`config.mk`:
```
export PLATFORM = sky130hd
export DESIGN_NAME = minmax_column_decimator
export DESIGN_NICKNAME = d
export VERILOG_FILES = /design/src/rtl/mmcd_pkg.sv /design/src/rtl/minmax_column_decimator.sv
export SDC_FILE = /design/constraint.sdc
export NUM_CORES = 1
export LEC_CHECK = 0
export BUFFER_PORTS_ARGS = -buffer_cell sky130_fd_sc_hd__buf_4
export CORE_AREA = 4 4 208 210
export DETAILED_ROUTE_END_ITERATION = 6
export DIE_AREA = 0 0 212 214
export GPL_TIMING_DRIVEN = 0
export PLACE_DENSITY = 0.67
export SYNTH_ARGS = -nofsm -noshare
export SYNTH_HDL_FRONTEND = slang
export SYNTH_SLANG_ARGS = --single-unit
```
`constraint.sdc`:
```
create_clock -name clock -period 17.1 [get_ports clock]
set_clock_uncertainty 0.15 [all_clocks]
set_input_delay 0.855 -clock clock [delete_from_list [all_inputs] [get_ports clock]]
set_output_delay 0.855 -clock clock [all_outputs]
set_load 0.05 [all_outputs]
```
`src/rtl/mmcd_pkg.sv`:
```
`timescale 1ns / 1ps

package mmcd_pkg;

   localparam int SAMPLE_BITS   = 16;
   localparam int INDEX_BITS    = 16;
   localparam int BIN_REG_BITS  = 17;
   localparam int COL_REG_BITS  = 13;
   localparam int CSR_ADDR_BITS = 3;
   localparam int CSR_DATA_BITS = 32;

   localparam int DEF_MAX_BINS    = 65536;
   localparam int DEF_MAX_COLUMNS = 4096;

   localparam int RST_BIN_COUNT     = 4096;
   localparam int RST_PIXEL_COLUMNS = 1024;

   typedef enum logic {
      REG_BIN_COUNT     = 1'b0,
      REG_PIXEL_COLUMNS = 1'b1
   } csr_reg_type;

   typedef struct packed {
      logic [INDEX_BITS-1:0]         bin_index;
      logic signed [SAMPLE_BITS-1:0] point_value;
      logic                          run_last;
      logic                          frame_end;
   } point_type;

   typedef struct packed {
      logic      pair;
      point_type first;
      point_type second;
   } bundle_type;

endpackage

```
`src/rtl/minmax_column_decimator.sv`:
```
`timescale 1ns / 1ps
// Channel   Ports                              Direction  Moves
// request   req_valid/req_ready/req_*          in         one sample per request
// response  rsp_valid/rsp_ready/rsp_*          out        one point per response
// config    psel/penable/pwrite/paddr/pwdata   in         bin_count at 0, pixel_columns at 4
//
// One request per cycle while req_ready is high. An accepted sample enters the
// two-entry result queue in the cycle after acceptance; a column end gives two points,
// drained one per cycle from the queue while rsp_ready is high. A register write aborts
// the frame and starts a bit-serial divider for the column step; req_ready stays low
// until the divider is done. Reset loads the default step directly: no clearing pass.
// req_ready drops while the queue holds two entries.

module minmax_column_decimator
   import mmcd_pkg::*;
#(
   parameter int MAX_BINS    = DEF_MAX_BINS,
   parameter int MAX_COLUMNS = DEF_MAX_COLUMNS
) (
   input  logic                          clock,
   input  logic                          reset,
   input  logic                          req_valid,
   output logic                          req_ready,
   input  logic signed [SAMPLE_BITS-1:0] req_sample_value,
   output logic                          rsp_valid,
   input  logic                          rsp_ready,
   output logic [INDEX_BITS-1:0]         rsp_bin_index,
   output logic signed [SAMPLE_BITS-1:0] rsp_point_value,
   output logic                          rsp_run_last,
   output logic                          rsp_frame_end,
   input  logic                          psel,
   input  logic                          penable,
   input  logic                          pwrite,
   input  logic [CSR_ADDR_BITS-1:0]      paddr,
   input  logic [CSR_DATA_BITS-1:0]      pwdata,
   output logic [CSR_DATA_BITS-1:0]      prdata,
   output logic                          pready
);

   localparam int BIN_REG_MAX = (1 << BIN_REG_BITS) - 1;
   localparam int COL_REG_MAX = (1 << COL_REG_BITS) - 1;
   localparam int EFF_MAX_B   = (MAX_BINS < BIN_REG_MAX) ? MAX_BINS : BIN_REG_MAX;
   localparam int EFF_MAX_C   = (MAX_COLUMNS < COL_REG_MAX) ? MAX_COLUMNS : COL_REG_MAX;
   localparam int BW          = $clog2(EFF_MAX_B + 1);
   localparam int CW          = $clog2(EFF_MAX_C + 1);
   localparam int CMP_W       = ((BW > CW + 1) ? BW : CW + 1) + 1;
   localparam int DCW         = $clog2(BW + 1);
   localparam int RST_B       = (RST_BIN_COUNT < EFF_MAX_B) ? RST_BIN_COUNT : EFF_MAX_B;
   localparam int RST_C       = (RST_PIXEL_COLUMNS < EFF_MAX_C) ? RST_PIXEL_COLUMNS : EFF_MAX_C;
   localparam int RST_Q       = RST_B / RST_C;
   localparam int RST_R       = RST_B % RST_C;

   localparam logic [BIN_REG_BITS-1:0] MAX_B_REG = BIN_REG_BITS'(EFF_MAX_B);
   localparam logic [COL_REG_BITS-1:0] MAX_C_REG = COL_REG_BITS'(EFF_MAX_C);

   logic [BIN_REG_BITS-1:0] bin_count_ff, bin_count_in;
   logic [COL_REG_BITS-1:0] pixel_columns_ff, pixel_columns_in;
   logic [BW-1:0]           eff_b;
   logic [CW-1:0]           eff_c;
   logic                    csr_write;

   logic                    div_start_ff, div_start_in;
   logic                    div_busy_ff, div_busy_in;
   logic [DCW-1:0]          div_cnt_ff, div_cnt_in;
   logic [CW-1:0]           div_rem_ff, div_rem_in;
   logic [BW-1:0]           div_quo_ff, div_quo_in;
   logic [CW-1:0]           div_den_ff, div_den_in;
   logic [CW:0]             div_shift;
   logic                    div_bit;

   logic [BW-1:0]           bin_cnt_ff, bin_cnt_in;
   logic [BW-1:0]           col_end_ff, col_end_in;
   logic [CW-1:0]           bnd_rem_ff, bnd_rem_in;
   logic [BW-1:0]           step_q_ff, step_q_in;
   logic [CW-1:0]           step_r_ff, step_r_in;
   logic signed [SAMPLE_BITS-1:0] run_min_ff, run_min_in;
   logic signed [SAMPLE_BITS-1:0] run_max_ff, run_max_in;
   logic [BW-1:0]           min_pos_ff, min_pos_in;
   logic [BW-1:0]           max_pos_ff, max_pos_in;

   logic                    take;
   logic                    run_zero;
   logic                    pass_mode;
   logic                    fend;
   logic                    col_done;
   logic                    push;
   logic [BW:0]             i_inc;
   logic [BW:0]             ce_add;
   logic [CW:0]             rem_add;
   logic                    rem_wrap;
   bundle_type              bundle;

   bundle_type              queue_ff [2];
   logic [1:0]              count_ff, count_in;
   logic                    rd_ptr_ff, rd_ptr_in;
   logic                    wr_ptr_ff, wr_ptr_in;
   logic                    sub_ff, sub_in;
   bundle_type              head;
   point_type               head_point;
   logic                    pop_out;
   logic                    bundle_done;

   assign pready    = 1'b1;
   assign csr_write = psel && penable && pwrite;

   assign eff_b = (bin_count_ff > MAX_B_REG) ? BW'(EFF_MAX_B) : BW'(bin_count_ff);
   assign eff_c = (pixel_columns_ff > MAX_C_REG) ? CW'(EFF_MAX_C) : CW'(pixel_columns_ff);

   always_comb begin
      bin_count_in     = bin_count_ff;
      pixel_columns_in = pixel_columns_ff;
      if (csr_write) begin
         case (csr_reg_type'(paddr[2]))
            REG_BIN_COUNT:     bin_count_in     = pwdata[BIN_REG_BITS-1:0];
            REG_PIXEL_COLUMNS: pixel_columns_in = pwdata[COL_REG_BITS-1:0];
            default:           bin_count_in     = bin_count_ff;
         endcase
      end
   end

   always_comb begin
      case (csr_reg_type'(paddr[2]))
         REG_BIN_COUNT:     prdata = CSR_DATA_BITS'(bin_count_ff);
         REG_PIXEL_COLUMNS: prdata = CSR_DATA_BITS'(pixel_columns_ff);
         default:           prdata = '0;
      endcase
   end

   assign div_shift = {div_rem_ff, div_quo_ff[BW-1]};
   assign div_bit   = (div_shift >= {1'b0, div_den_ff});

   always_comb begin
      div_start_in = csr_write;
      div_busy_in  = div_busy_ff;
      div_cnt_in   = div_cnt_ff;
      div_rem_in   = div_rem_ff;
      div_quo_in   = div_quo_ff;
      div_den_in   = div_den_ff;
      step_q_in    = step_q_ff;
      step_r_in    = step_r_ff;
      if (div_start_ff) begin
         div_busy_in = 1'b1;
         div_cnt_in  = '0;
         div_rem_in  = '0;
         div_quo_in  = eff_b;
         div_den_in  = eff_c;
      end else if (div_busy_ff) begin
         div_rem_in = div_bit ? CW'(div_shift - {1'b0, div_den_ff}) : div_shift[CW-1:0];
         div_quo_in = {div_quo_ff[BW-2:0], div_bit};
         div_cnt_in = div_cnt_ff + 1'b1;
         if (div_cnt_ff == DCW'(BW - 1)) begin
            div_busy_in = 1'b0;
            step_q_in   = (div_den_ff == '0) ? '0 : div_quo_in;
            step_r_in   = (div_den_ff == '0) ? '0 : div_rem_in;
         end
      end
      if (csr_write) begin
         div_busy_in = 1'b0;
      end
   end

   assign req_ready = (count_ff != 2'd2) && !div_start_ff && !div_busy_ff;
   assign take      = req_valid && req_ready;
   assign run_zero  = (eff_b == '0) || (eff_c == '0);
   assign i_inc     = {1'b0, bin_cnt_ff} + 1'b1;
   assign fend      = (i_inc >= {1'b0, eff_b});
   assign pass_mode = (CMP_W'({eff_c, 1'b0}) >= CMP_W'(eff_b));
   assign ce_add    = {1'b0, col_end_ff} + {1'b0, step_q_ff};
   assign rem_add   = {1'b0, bnd_rem_ff} + {1'b0, step_r_ff};
   assign rem_wrap  = (rem_add >= {1'b0, eff_c});

   always_comb begin
      bin_cnt_in = bin_cnt_ff;
      col_end_in = col_end_ff;
      bnd_rem_in = bnd_rem_ff;
      run_min_in = run_min_ff;
      run_max_in = run_max_ff;
      min_pos_in = min_pos_ff;
      max_pos_in = max_pos_ff;
      if (take && !run_zero) begin
         bin_cnt_in = fend ? '0 : i_inc[BW-1:0];
         if (!pass_mode) begin
            if (bin_cnt_ff == '0 || bin_cnt_ff >= col_end_ff) begin
               if (bin_cnt_ff == '0) begin
                  col_end_in = step_q_ff;
                  bnd_rem_in = step_r_ff;
               end else begin
                  col_end_in = ce_add[BW-1:0] + BW'(rem_wrap);
                  bnd_rem_in = rem_wrap ? CW'(rem_add - {1'b0, eff_c}) : rem_add[CW-1:0];
               end
               run_min_in = req_sample_value;
               run_max_in = req_sample_value;
               min_pos_in = bin_cnt_ff;
               max_pos_in = bin_cnt_ff;
            end else begin
               if (req_sample_value < run_min_ff) begin
                  run_min_in = req_sample_value;
                  min_pos_in = bin_cnt_ff;
               end
               if (req_sample_value > run_max_ff) begin
                  run_max_in = req_sample_value;
                  max_pos_in = bin_cnt_ff;
               end
            end
         end
      end
      if (csr_write) begin
         bin_cnt_in = '0;
      end
   end

   assign col_done = (i_inc == {1'b0, col_end_in}) || fend;
   assign push     = take && !run_zero && (pass_mode || col_done);

   always_comb begin
      bundle = '0;
      if (pass_mode) begin
         bundle.pair   = 1'b0;
         bundle.first  = '{INDEX_BITS'(bin_cnt_ff), req_sample_value, 1'b1, fend};
         bundle.second = bundle.first;
      end else begin
         bundle.pair = 1'b1;
         if (min_pos_in <= max_pos_in) begin
            bundle.first  = '{INDEX_BITS'(min_pos_in), run_min_in, 1'b0, 1'b0};
            bundle.second = '{INDEX_BITS'(max_pos_in), run_max_in, 1'b1, fend};
         end else begin
            bundle.first  = '{INDEX_BITS'(max_pos_in), run_max_in, 1'b0, 1'b0};
            bundle.second = '{INDEX_BITS'(min_pos_in), run_min_in, 1'b1, fend};
         end
      end
   end

   assign head        = queue_ff[rd_ptr_ff];
   assign head_point  = sub_ff ? head.second : head.first;
   assign rsp_valid   = (count_ff != 2'd0);
   assign pop_out     = rsp_valid && rsp_ready;
   assign bundle_done = pop_out && (!head.pair || sub_ff);

   assign rsp_bin_index   = head_point.bin_index;
   assign rsp_point_value = head_point.point_value;
   assign rsp_run_last    = head_point.run_last;
   assign rsp_frame_end   = head_point.frame_end;

   always_comb begin
      sub_in    = sub_ff;
      rd_ptr_in = rd_ptr_ff;
      wr_ptr_in = wr_ptr_ff;
      count_in  = count_ff + 2'(push) - 2'(bundle_done);
      if (pop_out) begin
         sub_in = !bundle_done;
      end
      if (bundle_done) begin
         rd_ptr_in = !rd_ptr_ff;
      end
      if (push) begin
         wr_ptr_in = !wr_ptr_ff;
      end
   end

   always_ff @(posedge clock) begin
      if (push) begin
         queue_ff[wr_ptr_ff] <= bundle;
      end
   end

   always_ff @(posedge clock) begin
      if (reset) begin
         bin_count_ff     <= BIN_REG_BITS'(RST_BIN_COUNT);
         pixel_columns_ff <= COL_REG_BITS'(RST_PIXEL_COLUMNS);
         div_start_ff     <= 1'b0;
         div_busy_ff      <= 1'b0;
         div_cnt_ff       <= '0;
         step_q_ff        <= BW'(RST_Q);
         step_r_ff        <= CW'(RST_R);
         bin_cnt_ff       <= '0;
         col_end_ff       <= '0;
         bnd_rem_ff       <= '0;
         count_ff         <= '0;
         rd_ptr_ff        <= 1'b0;
         wr_ptr_ff        <= 1'b0;
         sub_ff           <= 1'b0;
      end else begin
         bin_count_ff     <= bin_count_in;
         pixel_columns_ff <= pixel_columns_in;
         div_start_ff     <= div_start_in;
         div_busy_ff      <= div_busy_in;
         div_cnt_ff       <= div_cnt_in;
         step_q_ff        <= step_q_in;
         step_r_ff        <= step_r_in;
         bin_cnt_ff       <= bin_cnt_in;
         col_end_ff       <= col_end_in;
         bnd_rem_ff       <= bnd_rem_in;
         count_ff         <= count_in;
         rd_ptr_ff        <= rd_ptr_in;
         wr_ptr_ff        <= wr_ptr_in;
         sub_ff           <= sub_in;
      end
   end

   always_ff @(posedge clock) begin
      div_rem_ff <= div_rem_in;
      div_quo_ff <= div_quo_in;
      div_den_ff <= div_den_in;
      run_min_ff <= run_min_in;
      run_max_ff <= run_max_in;
      min_pos_ff <= min_pos_in;
      max_pos_ff <= max_pos_in;
   end

   a_queue_bound: assert property (@(posedge clock) disable iff (reset)
      count_ff <= 2'd2)
      else $error("result queue overfilled");

   a_no_take_in_div: assert property (@(posedge clock) disable iff (reset)
      take |-> !div_busy_ff && !div_start_ff)
      else $error("request accepted during step division");

   a_pair_follows: assert property (@(posedge clock) disable iff (reset)
      pop_out && !rsp_run_last |=> rsp_valid)
      else $error("second point of a column lost");

   a_fend_last: assert property (@(posedge clock) disable iff (reset)
      rsp_valid && rsp_frame_end |-> rsp_run_last)
      else $error("frame end on a point that is not last");

endmodule

```
==> results.toml <==
[status]
status = "finished, final reports clean"

[layout]
seq_area_mm2 = 0.00897
layout-drive-gt1-share_pct = 13.7
multiInputGateArea_mm2 = 0.0106
layout.nets = 2477
num-fill-cells = 3588
area_growth_pct = 14.1
antenna_cells = 0
instances_no_fill = 2830

[sta]
fmax_ghz = 0.105
report.final.slew_viol_count = 0
setup_slack_ns = 7.58
slew-limit-headroom_pct = 35.8
period_needed_ns = 9.52
finalSetupViolCount = 0
hold_viol = 0
rsz0062_at_grt = "no"
fin_crit_sh_pct = 55.7
worstMarginPinSlew_ns = 0.962
setup_tns_ns = 0

[setup_path]
path_common_cell = "fa_1"
criticalPathCategory = "reg -> reg"
critPathCaptureType = "flip-flop"
rrSetupSlack_ns = 7.58
critPathMaxFanout = 29
path_buf_inv = 4
crit_path_top_delay_cell = "a211oi_2"
crit_arrival_ns = 9.64
max_stage_delay_ns = 0.65
cp_top_family = "compound AO/OA/AOI/OAI gates"
cp.required_ns = 17.22
startpoint_type = "flip-flop"

[detailed_routing]
drt-met1-wl_mm = 27.3
final_antenna_net_count = 0
drc = 0
route.met2.wl_mm = 25.3
top_layer = "met4"
wl_met3_mm = 4.32
dr.first_iter.drc_count = 1708
wl_per_cell_um = 20.7
first_pass_iters = 6
vias = 16800
viasPerCell = 5.94
postRouteWirelength_mm = 58.5

[synth]
synthFlopType = "dfxtp_1"
synth_top_area_share_pct = 24.2
muxShareOfSynthArea_pct = 9.36
netlist_instances = 2106
synth_fa_ha_area_share_pct = 9.91
synth_area_mm2 = 0.0206
synth_seq_area_share_pct = 43.6
synth_cell_types = 78
ys_warn_count = 0
synthXorXnorAreaFrac_pct = 2.98
synth-seq-cells = 365
synthSimpleGateAreaFrac_pct = 13.3
synth_edf_count = 166
synthTopCellsByArea = "edfxtp_1 24%, dfxtp_1 19%, ha_1 9.4%, nand2_1 5.1%, mux2_2 3.7%"
yosysMostFrequentCell = "nand2_1"
netlist_top_cells_count = "280 x nand2_1, 199 x dfxtp_1, 166 x edfxtp_1"
synth_compound_area_share_pct = 15.6
synth_top_family_by_area = "compound AO/OA/AOI/OAI gates"
syn_area_per_cell_um2 = 9.77
yosysTopAreaCell = "edfxtp_1"
synthArstFlopShare_pct = 0

[cts]
cts_buffers = 40
postCtsHoldBufs = 0
cts_tree = "yes"
post_cts_buffers = 0
cts_resized = 0
worst_skew_pair.late_latency_ns = 0.59
htreeDepth = 2
clk_pin_slew_ns = 0.07
cts.sinks = 365
clockRootBuffer = "clkbuf_16"
clock_path_buffers = 3

[global_route]
grt_pass1_vias = 16100
grt_usage_pct = 25.3
grt_start_max_net_pins = 30
overflow = 0
antenna_found_initial = 0
grt_pass1_wl_mm = 92.0

[placed_design]
place_congestion = 0.927
dp.final_hpwl_mm = 44.3
io_buffers = 93
placed_cells = 2756
place_ws_ns = 7.72

[die]
die_w_um = 212
row_count = 75
initial_utilization_pct = 49.5
core_region_area_mm2 = 0.0416
die-area_mm2 = 0.0454
num_io_pins = 127
die_h_um = 214

[power_and_ir_drop]
power_density_mw_per_mm2 = 132
p_leak_nw = 9.42
ir_worst_vdd_mv = 0.0786

[hold_path]
hold_path_class = "reg -> reg"

[flow_run]
maxCapViolations = 0
cell usage in the layout (no fill, tap or decap), types with 67 or more instances in the layout:
master / instances
edfxtp_1: 166
dfxtp_1: 199
a21oi_1: 110
inv_1: 128
o21ai_1: 85
mux2_2: 67
a22oi_1: 83
nand2_1: 280
ha_1: 155
buf_4: 114
o21ai_0: 74
nor2_1: 125
clkbuf_1: 88
stage by stage:
stage | hold slack (ns) | instance area, um^2 | utilization (%) | total power, mW
floorplan | 0.291 | 20600 | - | 1.86
global placement | 0.297 | 22000 | 52.9 | 2.16
detailed placement | 0.302 | 22100 | 53.2 | 2.19
CTS | 0.313 | 23500 | 56.5 | 3.09
global route | 0.332 | 23500 | 56.5 | 3.25
finish | 0.312 | 23500 | 56.5 | 3.10
worst min-delay path: stages, from the launching register on:
cell and delay, ns:
dfxtp_1 0.31, nand2_1 0.05, a21oi_1 0.05
metal layers:
metal  up-vias  global-route usage, %
met5         -                      0
met4         0                   7.33
met3        98                   3.98
met2       678                   37.3
met1      8136                   38.6
li1       7899                      -
cell type report:
type	count	share of cell area [%]
clock inverter	23	1.12
inverter	129	2.06
tap	539	2.87
sequential	365	38.2
buffer	130	2.57
clock buffer	51	4.80
timing repair buffer	97	3.31
multi-input combinational	1496	45.1
state kept, by name, summed over array words and instances (netlist names), 16 cells and up, named ones only:
| name | cells |
|---|---|
| max_pos_ff | 17 |
| col_end_ff | 17 |
| step_q_ff | 17 |
| min_pos_ff | 17 |
| run_max_ff | 16 |
| div_quo_ff | 17 |
| queue_ff | 136 |
| run_min_ff | 16 |
| bin_cnt_ff | 17 |
| bin_count_ff | 17 |
where the power goes:
| part | total [mW] | internal, mW | switching, mW |
|---|---|---|---|
| sequential | 1.10 | 1.05 | 0.0513 |
| clock | 0.908 | 0.532 | 0.376 |
| combinational | 1.10 | 0.375 | 0.721 |
kinds of logic after synthesis:
logic type	count (synthesis)
compound gates	506
other cells	2
xor+xnor	70
buf+inv	259
fa+ha+maj	160
flops	365
mux	142
simple gates	602
worst paths after layout:
kind                      start  cells after the start               to
setup / recovery   step_r_ff[0]                     33  queue_ff[1][16]
hold / removal    bnd_rem_ff[5]                      2    bnd_rem_ff[5]
setup reg to reg   step_r_ff[0]                     33  queue_ff[1][16]
hold reg to reg   bnd_rem_ff[5]                      2    bnd_rem_ff[5]
Note: power is estimated with default switching activity, not from simulation.
